<file path="src/hdl/rde_pkg.sv">
// Shared types and constants for the radix digit emitter.
package rde_pkg;

	// Fixed field widths of the channels
	localparam int VAL_W     = 64;
	localparam int RADIX_W   = 5;
	localparam int PREC_W    = 8;
	localparam int CHAR_W    = 8;
	localparam int CNT_W     = 7;
	localparam int DIGIT_W   = 4;
	localparam int TBL_W     = 64;
	localparam int CFG_IDX_W = 2;

	// Quotient bits retired per divider step
	localparam int STEP_BITS = 4;

	// Padding character
	localparam logic [CHAR_W-1:0] CHAR_ZERO = 8'h30;

	// Radix limits
	localparam logic [RADIX_W-1:0] RADIX_MIN = 5'd2;
	localparam logic [RADIX_W-1:0] RADIX_MAX = 5'd16;

	// Configuration register indexes
	localparam logic [CFG_IDX_W-1:0] REG_TABLE_A_LOW  = 2'd0;
	localparam logic [CFG_IDX_W-1:0] REG_TABLE_A_HIGH = 2'd1;
	localparam logic [CFG_IDX_W-1:0] REG_TABLE_B_LOW  = 2'd2;
	localparam logic [CFG_IDX_W-1:0] REG_TABLE_B_HIGH = 2'd3;

	typedef enum logic [1:0] {
		ST_IDLE,
		ST_DIV,
		ST_EMIT
	} rde_state_t;

endpackage

</file>
<file path="src/hdl/rde_if.sv">
// Channel interfaces: conversion requests, characters out, table writes.
interface rde_conv_if;
	logic                                valid;
	logic                                ready;
	logic [rde_pkg::VAL_W-1:0]           value;
	logic [rde_pkg::RADIX_W-1:0]         radix;
	logic                                table_select;
	logic signed [rde_pkg::PREC_W-1:0]   min_digits;

	modport source(output valid, value, radix, table_select, min_digits, input ready);
	modport sink(input valid, value, radix, table_select, min_digits, output ready);
endinterface

interface rde_chars_if;
	logic                         valid;
	logic                         ready;
	logic [rde_pkg::CHAR_W-1:0]   character;
	logic                         last_char;
	logic [rde_pkg::CNT_W-1:0]    total_chars;

	modport source(output valid, character, last_char, total_chars, input ready);
	modport sink(input valid, character, last_char, total_chars, output ready);
endinterface

interface rde_cfg_if;
	logic                            valid;
	logic                            ready;
	logic [rde_pkg::CFG_IDX_W-1:0]   index;
	logic [rde_pkg::TBL_W-1:0]       data;

	modport source(output valid, index, data, input ready);
	modport sink(input valid, index, data, output ready);
endinterface

</file>
<file path="src/hdl/radix_digit_emitter_top.sv">
// Unsigned integer to text in radix 2..16 with printf precision.
//
//  channel | dir | transaction
//  --------+-----+-------------------------------------------------
//  conv    | in  | one conversion: value, radix, table_select, min_digits
//  chars   | out | one character with last_char and total_chars
//  cfg     | in  | one digit table word write, always ready
//
// Flow: accept, then one division per digit (one shared divider retiring
// 4 quotient bits a cycle), then one character emitted per cycle when the
// sink takes each at once.
// conv is ready only when idle; a zero value with precision 0 returns to
// idle with no character. chars is held in an output register, so a stall
// only freezes emission. arst_n clears the controller and digit tables.
module radix_digit_emitter_top #(
	parameter int VALUE_WIDTH = 64,
	parameter int MAX_CHARS   = 64
) (
	input  logic              clk,
	input  logic              arst_n,
	rde_conv_if.sink          conv,
	rde_chars_if.source       chars,
	rde_cfg_if.sink           cfg
);
	import rde_pkg::*;

	localparam int PW      = ((VALUE_WIDTH + STEP_BITS - 1) / STEP_BITS) * STEP_BITS;
	localparam int NSTEP   = PW / STEP_BITS;
	localparam int STEP_CW = $clog2(NSTEP);
	localparam int CW      = $clog2(MAX_CHARS + 1);

	rde_state_t state_q, state_d;

	logic [PW-1:0]          dvd_q;
	logic [DIGIT_W-1:0]     rem_q;
	logic [RADIX_W-1:0]     rad_q;
	logic                   sel_q;
	logic [CW-1:0]          prec_q;
	logic [STEP_CW-1:0]     step_q;
	logic [CW-1:0]          nd_q;
	logic [CW-1:0]          total_q;
	logic [CW-1:0]          emit_q;
	logic [DIGIT_W-1:0]     dig_q [MAX_CHARS];
	logic [TBL_W-1:0]       tbl_q [4];

	logic                   ovalid_q;
	logic [CHAR_W-1:0]      ochar_q;
	logic                   olast_q;
	logic [CNT_W-1:0]       ototal_q;

	logic                   accept;
	logic                   skip;
	logic                   load;
	logic                   last_step;
	logic                   div_done;
	logic                   push;
	logic [STEP_BITS-1:0]   qbits;
	logic [DIGIT_W-1:0]     rem_d;
	logic [PW-1:0]          dvd_d;
	logic [CW-1:0]          nd_d;
	logic [CW-1:0]          total_d;
	logic                   is_pad;
	logic                   is_last;
	logic [TBL_W-1:0]       tbl_word;
	logic [CHAR_W-1:0]      dig_char;
	logic [RADIX_W-1:0]     rad_in;
	logic [CW-1:0]          prec_in;

	// Input decode: clamp radix and precision
	always_comb begin
		if (conv.radix < RADIX_MIN) begin
			rad_in = RADIX_MIN;
		end else if (conv.radix > RADIX_MAX) begin
			rad_in = RADIX_MAX;
		end else begin
			rad_in = conv.radix;
		end
		if (conv.min_digits[PREC_W-1]) begin
			prec_in = '0;
		end else if (conv.min_digits[PREC_W-2:0] > (PREC_W-1)'(MAX_CHARS)) begin
			prec_in = CW'(MAX_CHARS);
		end else begin
			prec_in = CW'(conv.min_digits[PREC_W-2:0]);
		end
	end

	assign skip = (conv.min_digits == '0) && (conv.value[VALUE_WIDTH-1:0] == '0);

	// Shared divider: four restoring steps of the running remainder
	always_comb begin
		logic [DIGIT_W:0]   t;
		logic [DIGIT_W-1:0] r;
		r = rem_q;
		qbits = '0;
		for (int b = 0; b < STEP_BITS; b++) begin
			t = {r, dvd_q[PW-1-b]};
			if (t >= rad_q) begin
				qbits[STEP_BITS-1-b] = 1'b1;
				r = DIGIT_W'(t - rad_q);
			end else begin
				r = t[DIGIT_W-1:0];
			end
		end
		rem_d = r;
		dvd_d = {dvd_q[PW-STEP_BITS-1:0], qbits};
	end

	assign last_step = (step_q == STEP_CW'(NSTEP - 1));
	assign push      = (nd_q < CW'(MAX_CHARS));
	assign nd_d      = nd_q + CW'(push);
	assign total_d   = (prec_q > nd_d) ? prec_q : nd_d;

	// Character selection for emission
	assign is_pad   = (emit_q < (total_q - nd_q));
	assign is_last  = (emit_q == (total_q - CW'(1)));
	assign tbl_word = tbl_q[{sel_q, dig_q[MAX_CHARS-1][DIGIT_W-1]}];
	assign dig_char = tbl_word[dig_q[MAX_CHARS-1][DIGIT_W-2:0] * CHAR_W +: CHAR_W];

	// Sequencer: next state and handshakes
	always_comb begin
		state_d  = state_q;
		accept   = 1'b0;
		load     = 1'b0;
		div_done = 1'b0;
		conv.ready = 1'b0;
		case (state_q)
			ST_IDLE: begin
				conv.ready = 1'b1;
				if (conv.valid) begin
					accept = 1'b1;
					if (!skip) begin
						state_d = ST_DIV;
					end
				end
			end
			ST_DIV: begin
				if (last_step && (dvd_d == '0)) begin
					div_done = 1'b1;
					state_d  = ST_EMIT;
				end
			end
			ST_EMIT: begin
				if (!ovalid_q || chars.ready) begin
					load = 1'b1;
					if (is_last) begin
						state_d = ST_IDLE;
					end
				end
			end
			default: begin
				state_d = ST_IDLE;
			end
		endcase
	end

	always_ff @(posedge clk or negedge arst_n) begin
		if (!arst_n) begin
			state_q <= ST_IDLE;
		end else begin
			state_q <= state_d;
		end
	end

	// Conversion datapath
	always_ff @(posedge clk) begin
		if (accept) begin
			dvd_q  <= PW'(conv.value[VALUE_WIDTH-1:0]);
			rad_q  <= rad_in;
			sel_q  <= conv.table_select;
			prec_q <= prec_in;
			rem_q  <= '0;
			step_q <= '0;
			nd_q   <= '0;
			emit_q <= '0;
		end else if (state_q == ST_DIV) begin
			dvd_q <= dvd_d;
			if (last_step) begin
				rem_q  <= '0;
				step_q <= '0;
				nd_q   <= nd_d;
				if (div_done) begin
					total_q <= total_d;
				end
			end else begin
				rem_q  <= rem_d;
				step_q <= step_q + STEP_CW'(1);
			end
		end else if (load) begin
			emit_q <= emit_q + CW'(1);
		end
	end

	// Digit stack: pushed in at the top, popped from the top
	always_ff @(posedge clk) begin
		if ((state_q == ST_DIV) && last_step && push) begin
			for (int i = 0; i < MAX_CHARS - 1; i++) begin
				dig_q[i] <= dig_q[i+1];
			end
			dig_q[MAX_CHARS-1] <= rem_d;
		end else if (load && !is_pad) begin
			for (int i = MAX_CHARS - 1; i > 0; i--) begin
				dig_q[i] <= dig_q[i-1];
			end
		end
	end

	// Output register
	always_ff @(posedge clk or negedge arst_n) begin
		if (!arst_n) begin
			ovalid_q <= 1'b0;
		end else if (load) begin
			ovalid_q <= 1'b1;
		end else if (chars.ready) begin
			ovalid_q <= 1'b0;
		end
	end

	always_ff @(posedge clk) begin
		if (load) begin
			ochar_q  <= is_pad ? CHAR_ZERO : dig_char;
			olast_q  <= is_last;
			ototal_q <= CNT_W'(total_q);
		end
	end

	assign chars.valid       = ovalid_q;
	assign chars.character   = ochar_q;
	assign chars.last_char   = olast_q;
	assign chars.total_chars = ototal_q;

	// Digit table registers
	always_ff @(posedge clk or negedge arst_n) begin
		if (!arst_n) begin
			for (int i = 0; i < 4; i++) begin
				tbl_q[i] <= '0;
			end
		end else if (cfg.valid) begin
			case (cfg.index)
				REG_TABLE_A_LOW:  tbl_q[0] <= cfg.data;
				REG_TABLE_A_HIGH: tbl_q[1] <= cfg.data;
				REG_TABLE_B_LOW:  tbl_q[2] <= cfg.data;
				REG_TABLE_B_HIGH: tbl_q[3] <= cfg.data;
				default: ;
			endcase
		end
	end

	assign cfg.ready = 1'b1;

endmodule

</file>
<file path="src/flat_wrapper.sv">
// flat-port wrapper written by rule: the top's interface ports become plain ports
module radix_digit_emitter_top_flat import rde_pkg::*;
#(
	parameter int VALUE_WIDTH = 64,
	parameter int MAX_CHARS   = 64
)
  (clk, arst_n, conv_valid, conv_value, conv_radix, conv_table_select, conv_min_digits, conv_ready, chars_valid, chars_character, chars_last_char, chars_total_chars, chars_ready, cfg_valid, cfg_index, cfg_data, cfg_ready);
  rde_conv_if conv_i ();
  rde_chars_if chars_i ();
  rde_cfg_if cfg_i ();
  input  logic clk;
  input  logic arst_n;
  input wire logic [$bits(conv_i.valid)-1:0] conv_valid;
  input wire logic [$bits(conv_i.value)-1:0] conv_value;
  input wire logic [$bits(conv_i.radix)-1:0] conv_radix;
  input wire logic [$bits(conv_i.table_select)-1:0] conv_table_select;
  input wire logic [$bits(conv_i.min_digits)-1:0] conv_min_digits;
  output wire logic [$bits(conv_i.ready)-1:0] conv_ready;
  output wire logic [$bits(chars_i.valid)-1:0] chars_valid;
  output wire logic [$bits(chars_i.character)-1:0] chars_character;
  output wire logic [$bits(chars_i.last_char)-1:0] chars_last_char;
  output wire logic [$bits(chars_i.total_chars)-1:0] chars_total_chars;
  input wire logic [$bits(chars_i.ready)-1:0] chars_ready;
  input wire logic [$bits(cfg_i.valid)-1:0] cfg_valid;
  input wire logic [$bits(cfg_i.index)-1:0] cfg_index;
  input wire logic [$bits(cfg_i.data)-1:0] cfg_data;
  output wire logic [$bits(cfg_i.ready)-1:0] cfg_ready;
  assign conv_i.valid = conv_valid;
  assign conv_i.value = conv_value;
  assign conv_i.radix = conv_radix;
  assign conv_i.table_select = conv_table_select;
  assign conv_i.min_digits = conv_min_digits;
  assign conv_ready = conv_i.ready;
  assign chars_valid = chars_i.valid;
  assign chars_character = chars_i.character;
  assign chars_last_char = chars_i.last_char;
  assign chars_total_chars = chars_i.total_chars;
  assign chars_i.ready = chars_ready;
  assign cfg_i.valid = cfg_valid;
  assign cfg_i.index = cfg_index;
  assign cfg_i.data = cfg_data;
  assign cfg_ready = cfg_i.ready;
  radix_digit_emitter_top #(.VALUE_WIDTH(VALUE_WIDTH), .MAX_CHARS(MAX_CHARS)) u_core (.clk(clk), .arst_n(arst_n), .conv(conv_i), .chars(chars_i), .cfg(cfg_i));
endmodule
</file>
<file path="config.mk">
export PLATFORM = sky130hd
export DESIGN_NAME = radix_digit_emitter_top_flat
export DESIGN_NICKNAME = d
export VERILOG_FILES = /design/src/hdl/rde_pkg.sv /design/src/hdl/rde_if.sv /design/src/hdl/radix_digit_emitter_top.sv /design/src/flat_wrapper.sv
export SDC_FILE = /design/constraint.sdc
export NUM_CORES = 1
export LEC_CHECK = 0
export BUFFER_PORTS_ARGS = -buffer_cell sky130_fd_sc_hd__buf_4
export CORE_AREA = 2 2 223 225
export CTS_CLUSTER_DIAMETER = 60
export DETAILED_ROUTE_END_ITERATION = 10
export DIE_AREA = 0 0 225 227
export GPL_ROUTABILITY_DRIVEN = 0
export PLACE_DENSITY = 0.8
export SLEW_MARGIN = 20
export SYNTH_ARGS = -nofsm -noshare
export SYNTH_HDL_FRONTEND = slang
export SYNTH_SLANG_ARGS = --single-unit
export TNS_END_PERCENT = 10
</file>
<file path="constraint.sdc">
create_clock -name clk -period 18.8 [get_ports clk]
set_input_delay 3.76 -clock clk [delete_from_list [all_inputs] [get_ports clk]]
set_output_delay 3.76 -clock clk [all_outputs]
set_load 0.02 [all_outputs]
</file>
## After elaboration in Yosys (flattened, before gate mapping)

Memories as Yosys holds them, arrays and structs flattened.
Index checks and enable logic that the tools add are counted.

- Bits in writable memories: 256
- Memory bits (read-only): 0
- Bits in latches: 0
- Logic and storage cells: 246
- Flip-flop bits (word level): 381
- Memories: 1
- Output and inout bits: 19
- Bits of input ports: 149

- Order comparisons: 11
- Eq/ne operators: 12
- Add/sub/neg operators: 9
- Reductions and logical operators: 25
- Div/mod/pow operators: 0
- Shift operators: 1
- Bitwise logic cells: 66
- Multiply operators: 0
- Mux-type cells: 101

Memories:

| name | words | width | rd ports | clocked after memory_dff | write ports | line | RTL |
|---|---|---|---|---|---|---|---|
| u_core.dig_q | 64 | 4 | 64 | 0 | 64 | radix_digit_emitter_top.sv:43 | `logic [DIGIT_W-1:0] dig_q [MAX_CHARS];` |

Operator list:

| cell | number |
|---|---|
| 4-bit two-way mux | 69 |
| 64-bit two-way mux | 4 |
| 64-bit binary-select mux with 2-bit select | 1 |
| 64-bit zero test | 2 |
| 64-bit by 7-bit variable part select with 8-bit output | 1 |
| 1-bit OR | 63 |
| 5-bit greater-or-equal comparator | 4 |
| 1-bit two-way mux | 18 |
| 4-bit subtractor | 4 |
| 7-bit two-way mux | 2 |
| 2-bit AND reduction | 6 |
| 2-bit two-way mux | 5 |
| 8-bit zero test | 1 |
| 7-bit by 1-bit adder with 7-bit output | 1 |
| 7-bit by 1-bit adder with 7-bit output, second input constant | 1 |
| 7-bit equality test | 1 |
| 7-bit greater-than comparator | 1 |
| 7-bit greater-than comparator, second input constant | 1 |
| 7-bit < comparator | 1 |
| 7-bit < comparator, second input constant | 1 |
| 7-bit by 1-bit subtractor with 7-bit output, second input constant | 1 |
| 7-bit subtractor | 1 |
| 2-bit equality test, second input constant | 3 |
| 2-bit by 1-bit inequality test with 1-bit output, second input constant | 3 |
| other kinds (19) | 30 |

## Logic depth before layout (Yosys ltp)

- Word-level depth: 13
- Depth in mapped cells: 26
- Mapped depth without buffers: 25

## Worst setup path before layout

No wires, ideal clock.

- Kind: input to register
- Start: input port chars_ready
- End: memory u_core.dig_q[25][0], in the netlist u_core.dig_q[0][100] (enable)
- Arrival time: 13.040 ns
- Stages: 7
- Path buffers: 3
- Slack: 4.863 ns
- Required time: 17.903 ns
- Cells stage by stage: nor2b_1 > nor2_1 > nand2b_1 > buf_2 > buf_2 > buf_2 > o21ai_1

RTL lines:

| item | line | RTL |
|---|---|---|
| start: declaration | flat_wrapper.sv:23 | `input wire logic [$bits(chars_i.ready)-1:0] chars_ready;` |
| end: declaration | radix_digit_emitter_top.sv:43 |  |

## Final worst setup path

- Start: register u_core.rad_q[1]
- End: register u_core.total_q[5] (enable)

- Longest elaborated chain between the ends: 13
- Elaborated cells on any way between the ends: 19
- Classes of those cells: 3 x add/sub; 4 x order compare; 9 x mux; 3 x reduce/logical

RTL lines:

| item | line | RTL |
|---|---|---|
| start: declaration | radix_digit_emitter_top.sv:36 | `logic [RADIX_W-1:0] rad_q;` |
| start signal: assignment | radix_digit_emitter_top.sv:168 | `rad_q <= rad_in;` |
| 4-bit subtractor or 5-bit greater-or-equal comparator (tied branches) | radix_digit_emitter_top.sv:99, radix_digit_emitter_top.sv:97 |  |
| 4-bit two-way mux | radix_digit_emitter_top.sv:97 | `if (t >= rad_q) begin` |
| 4-bit subtractor or 5-bit greater-or-equal comparator (tied branches) | radix_digit_emitter_top.sv:99, radix_digit_emitter_top.sv:97 |  |
| 4-bit two-way mux | radix_digit_emitter_top.sv:97 |  |
| 4-bit subtractor or 5-bit greater-or-equal comparator (tied branches) | radix_digit_emitter_top.sv:99, radix_digit_emitter_top.sv:97 |  |
| 4-bit two-way mux | radix_digit_emitter_top.sv:97 |  |
| 5-bit greater-or-equal comparator | radix_digit_emitter_top.sv:97 |  |
| 1-bit two-way mux | radix_digit_emitter_top.sv:97 |  |
| 64-bit zero test (*) | radix_digit_emitter_top.sv:137 | `if (last_step && (dvd_d == '0)) begin` |
| 1-bit logical AND (*) | radix_digit_emitter_top.sv:137 |  |
| 1-bit two-way mux (*) | radix_digit_emitter_top.sv:137 |  |
| 1-bit two-way mux (*) | radix_digit_emitter_top.sv:126 | `case (state_q)` |
| 4-bit AND reduction (no line) (*) | n/a |  |
| end signal: assignment | radix_digit_emitter_top.sv:182 | `total_q <= total_d;` |
| end: declaration | radix_digit_emitter_top.sv:41 | `logic [CW-1:0] total_q;` |

Mark *: on every way between the ends. The rest lies on a longest branch, timed or not.
A chain may end at the register's enable or synchronous reset.

==> results.md <==
* CP max stage delay at 0.70 ns
* Critical Path End Type: register
* Core Region at 48,500 µm²
* Crit-path most repeated cell: ha_1
* DR vias at 17,806
* Clk_skew at 0.0285 ns
* Yosys cell types at 62
* Die ar. at 51,100 µm²
* CP max FO at 12
* Compound-cell area share of the yosys netlist at 0.0620
* Pwr dens at 93.8 nW/µm²
* Fraction of layout cells with a size suffix above 1 at 0.177
* Minimum hold slack at 0.456 ns
* Post CTS Setup Buffer Count at 0
* Multi-input gate area at 10,700 µm²
* Cell-internal power at 2.41 mW
* Worst setup SP type: register
* Switching pwr at 0.658 mW
* Total CTS buffers at 66
* Total power at 3.07 mW
* Largest area contributor in the netlist: edfxtp_1
* Hold Crit Class: register to register
* Synth Area in Simple Gates at 0.106
* Min-delay src: u_core.dig_q[0][6]
* Die Y at 227 µm
* Logic pwr share at 0.069
* Async S/R FF share, synth at 0.407
* Clock Latency Late Sink at 0.59 ns
* Die X at 225 µm
* Overall global routing resource usage at 0.234
* H-tree levels at 3
* TNS Setup at 0 ns
* Most frequent cells in the layout: 562 x nand2_1, 356 x edfxtp_1, 259 x dfrtp_1, 209 x mux2_1, 181 x buf_4
* Fillers at 3,365
* CTS Root Cell: clkbuf_16
* Max_cap viols at 0
* Worst path bufs/invs at 2
* Min Tclk post-route at 6.85 ns
* Adder-Cell Fraction of Synth Area at 0.0225
* Largest family of logic cells by synthesized area: multiplexers
* Fin crit share at 0.364
* Cells after Synth at 2,198
* Mapped Nets at 2,396
* Post-synth EDFFs at 356
* Outcome: completed
* Post-Layout Cell Count at 2,999
* Cell Area, Synth at 28,900 µm²
* Kind of critical path: register to register
* WL per Instance at 19.5 µm
* Dpl hpwl at 36,700 µm
* Multiplexer share of the synthesized area at 0.166
* Drc violations at 0
* Slew Limit Fails at 0
* Final ANT Viol Nets at 0
* DP Worst Slack at 12.01 ns
* P&R area growth vs syn at 13.0%
* DRT iter0 DRCs at 1,661
* Crit path DAT at 7.07 ns
* Post-synthesis xor/xnor area fraction at 0.0111
* Largest net degree at the start of global routing at 253
* Gr ovfl total at 0
* Nets at 2,526
* Vias per inst at 5.94
* Crit path from: u_core.rad_q[1]
* Cts hold-fix bufs at 0
* Ports at 168
* DR pass1 iterations at 5
* Slew headroom at 0.297
* Post-cts sizing count at 0
* Final Hold Fails at 0
* Critical-path top delay cell: nor3_1
* First-pass GRT wire length at 95,000 µm
* Number of global-route vias before repair at 18,240
* Slack of the critical path at 11.95 ns
* RSZ-0062 raised after global routing: false
* Crit path required time at 19.02 ns
* Most common cell after layout, fill and taps aside: nand2_1
* Sequential Area at 17,600 µm²
* WL final at 58,300 µm
* Starting Density at 0.596
* Port Buffer Count at 166
* Max VDD drop at 0.0803 mV
* Synth area leaders: edfxtp_1 37%, dfrtp_1 22%, mux2_1 8.1%
* CTS clk-pin slew, worst paths at 0.06 ns
* Synth Area per Inst at 13.2 µm²
* Yosys top cell area share at 0.370
* Synth Warn # at 0
* Leak pwr at 13.3 nW
* Max clock buf depth at 3
* Sequential Power Share at 0.529
* Cells along the critical path: inv_1 -> ha_1 -> nand4_1 -> o221ai_2 -> mux2_2 -> ha_1 -> a21o_1 -> a31oi_1 -> nor4bb_1 -> a211oi_1 -> inv_1 -> ha_1 -> a21o_1 -> a31oi_1 -> o21a_1 -> nor2_1 -> a21oi_1 -> ha_1 -> a21o_1 -> a31oi_1 -> o21ai_1 -> or2_1 -> nor3_1
* #FFs+latches synth at 637
* Clock share of power at 0.403
* CTS tree: yes
* Dpl cells at 2,881
* Initial antenna violation count at 2
* Delay-heaviest family, CP: compound AO/OA/AOI/OAI gates
* Switching Fraction at 0.215
* Worst R2R Start: u_core.rad_q[1]
* Top_reg_cell synth: edfxtp_1
* Total clock sinks at 637
* Worst-Margin Slew at 1.05 ns
* Fmax at 0.146 GHz
* Setup violations, final at 0
* Seq/Total Area, Yosys at 0.609
* Standard-cell rows at 81
-- power by group through the flow --
stage               logic [mW]  registers (mW)  clock network (mW)
finish                   0.211            1.62                1.23
global route             0.229            1.63                1.31
CTS                      0.213            1.62                1.26
detailed placement       0.211            1.65                   0
global placement         0.200            1.64                   0
floorplan                0.140            1.63                   0
-- cells by family after synthesis --
family	Yosys count
simple gates	730
flops	637
mux	354
compound gates	232
buf+inv	160
fa+ha+maj	49
xor+xnor	35
other cells	1
-- cell usage after synthesis, types with 9 or more instances --
| master | instances |
|---|---|
| nor2_1 | 43 |
| buf_1 | 11 |
| clkbuf_1 | 75 |
| o21ai_1 | 18 |
| nand2b_1 | 9 |
| edfxtp_1 | 356 |
| xor2_1 | 14 |
| mux4_2 | 69 |
| nor4_1 | 32 |
| inv_1 | 33 |
| buf_2 | 31 |
| ha_1 | 44 |
| xnor2_1 | 20 |
| mux2i_1 | 16 |
| nor3_1 | 10 |
| nand2_1 | 563 |
| a22o_1 | 135 |
| a21oi_1 | 31 |
| nand4_1 | 13 |
| a21o_1 | 13 |
| dfxtp_1 | 22 |
| mux2_2 | 57 |
| nor2b_1 | 19 |
| dfrtp_1 | 259 |
| nand3_1 | 14 |
| mux2_1 | 209 |
-- state kept, by name (all words and copies together) (netlist names), 8 cells and up --
name,count
u_core.tbl_q,256
u_core.dig_q,256
u_core.dvd_q,64
u_core.chars.character,8
-- cell type report --
| type | count | area share |
|---|---|---|
| multi-input combinational | 1401 | 0.326 |
| antenna | 2 | 0.000153 |
| timing repair buffer | 186 | 0.0444 |
| sequential | 637 | 0.539 |
| clock inverter | 23 | 0.00559 |
| inverter | 36 | 0.00413 |
| tap | 622 | 0.0238 |
| clock buffer | 92 | 0.0569 |
-- worst paths after layout --
kind | depth (start not counted) | slack [ns] | to
setup / recovery | 23 | 11.95 | u_core.total_q[5]
hold / removal | 0 | 0.46 | u_core.dig_q[0][2]
setup reg to reg | 23 | 11.95 | u_core.total_q[5]
hold reg to reg | 0 | 0.46 | u_core.dig_q[0][2]
max in group asynchronous | 2 | 14.14 | u_core.tbl_q[85]
min in group asynchronous | 1 | 3.17 | u_core.tbl_q[54]
-- metal layers --
metal  GRT usage  wire length, µm
met5           0                0
met1       0.323            25600
met2       0.373            27800
met3      0.0519             3220
met4      0.0810             1710
-- through the flow --
stage,area [µm²],util
after global placement,30600,0.631
after floorplan,28900,-
after CTS,32700,0.673
final,32700,0.673
after global routing,32700,0.673
after detailed placement,30600,0.631
Note: power is estimated with default switching activity, not from simulation.
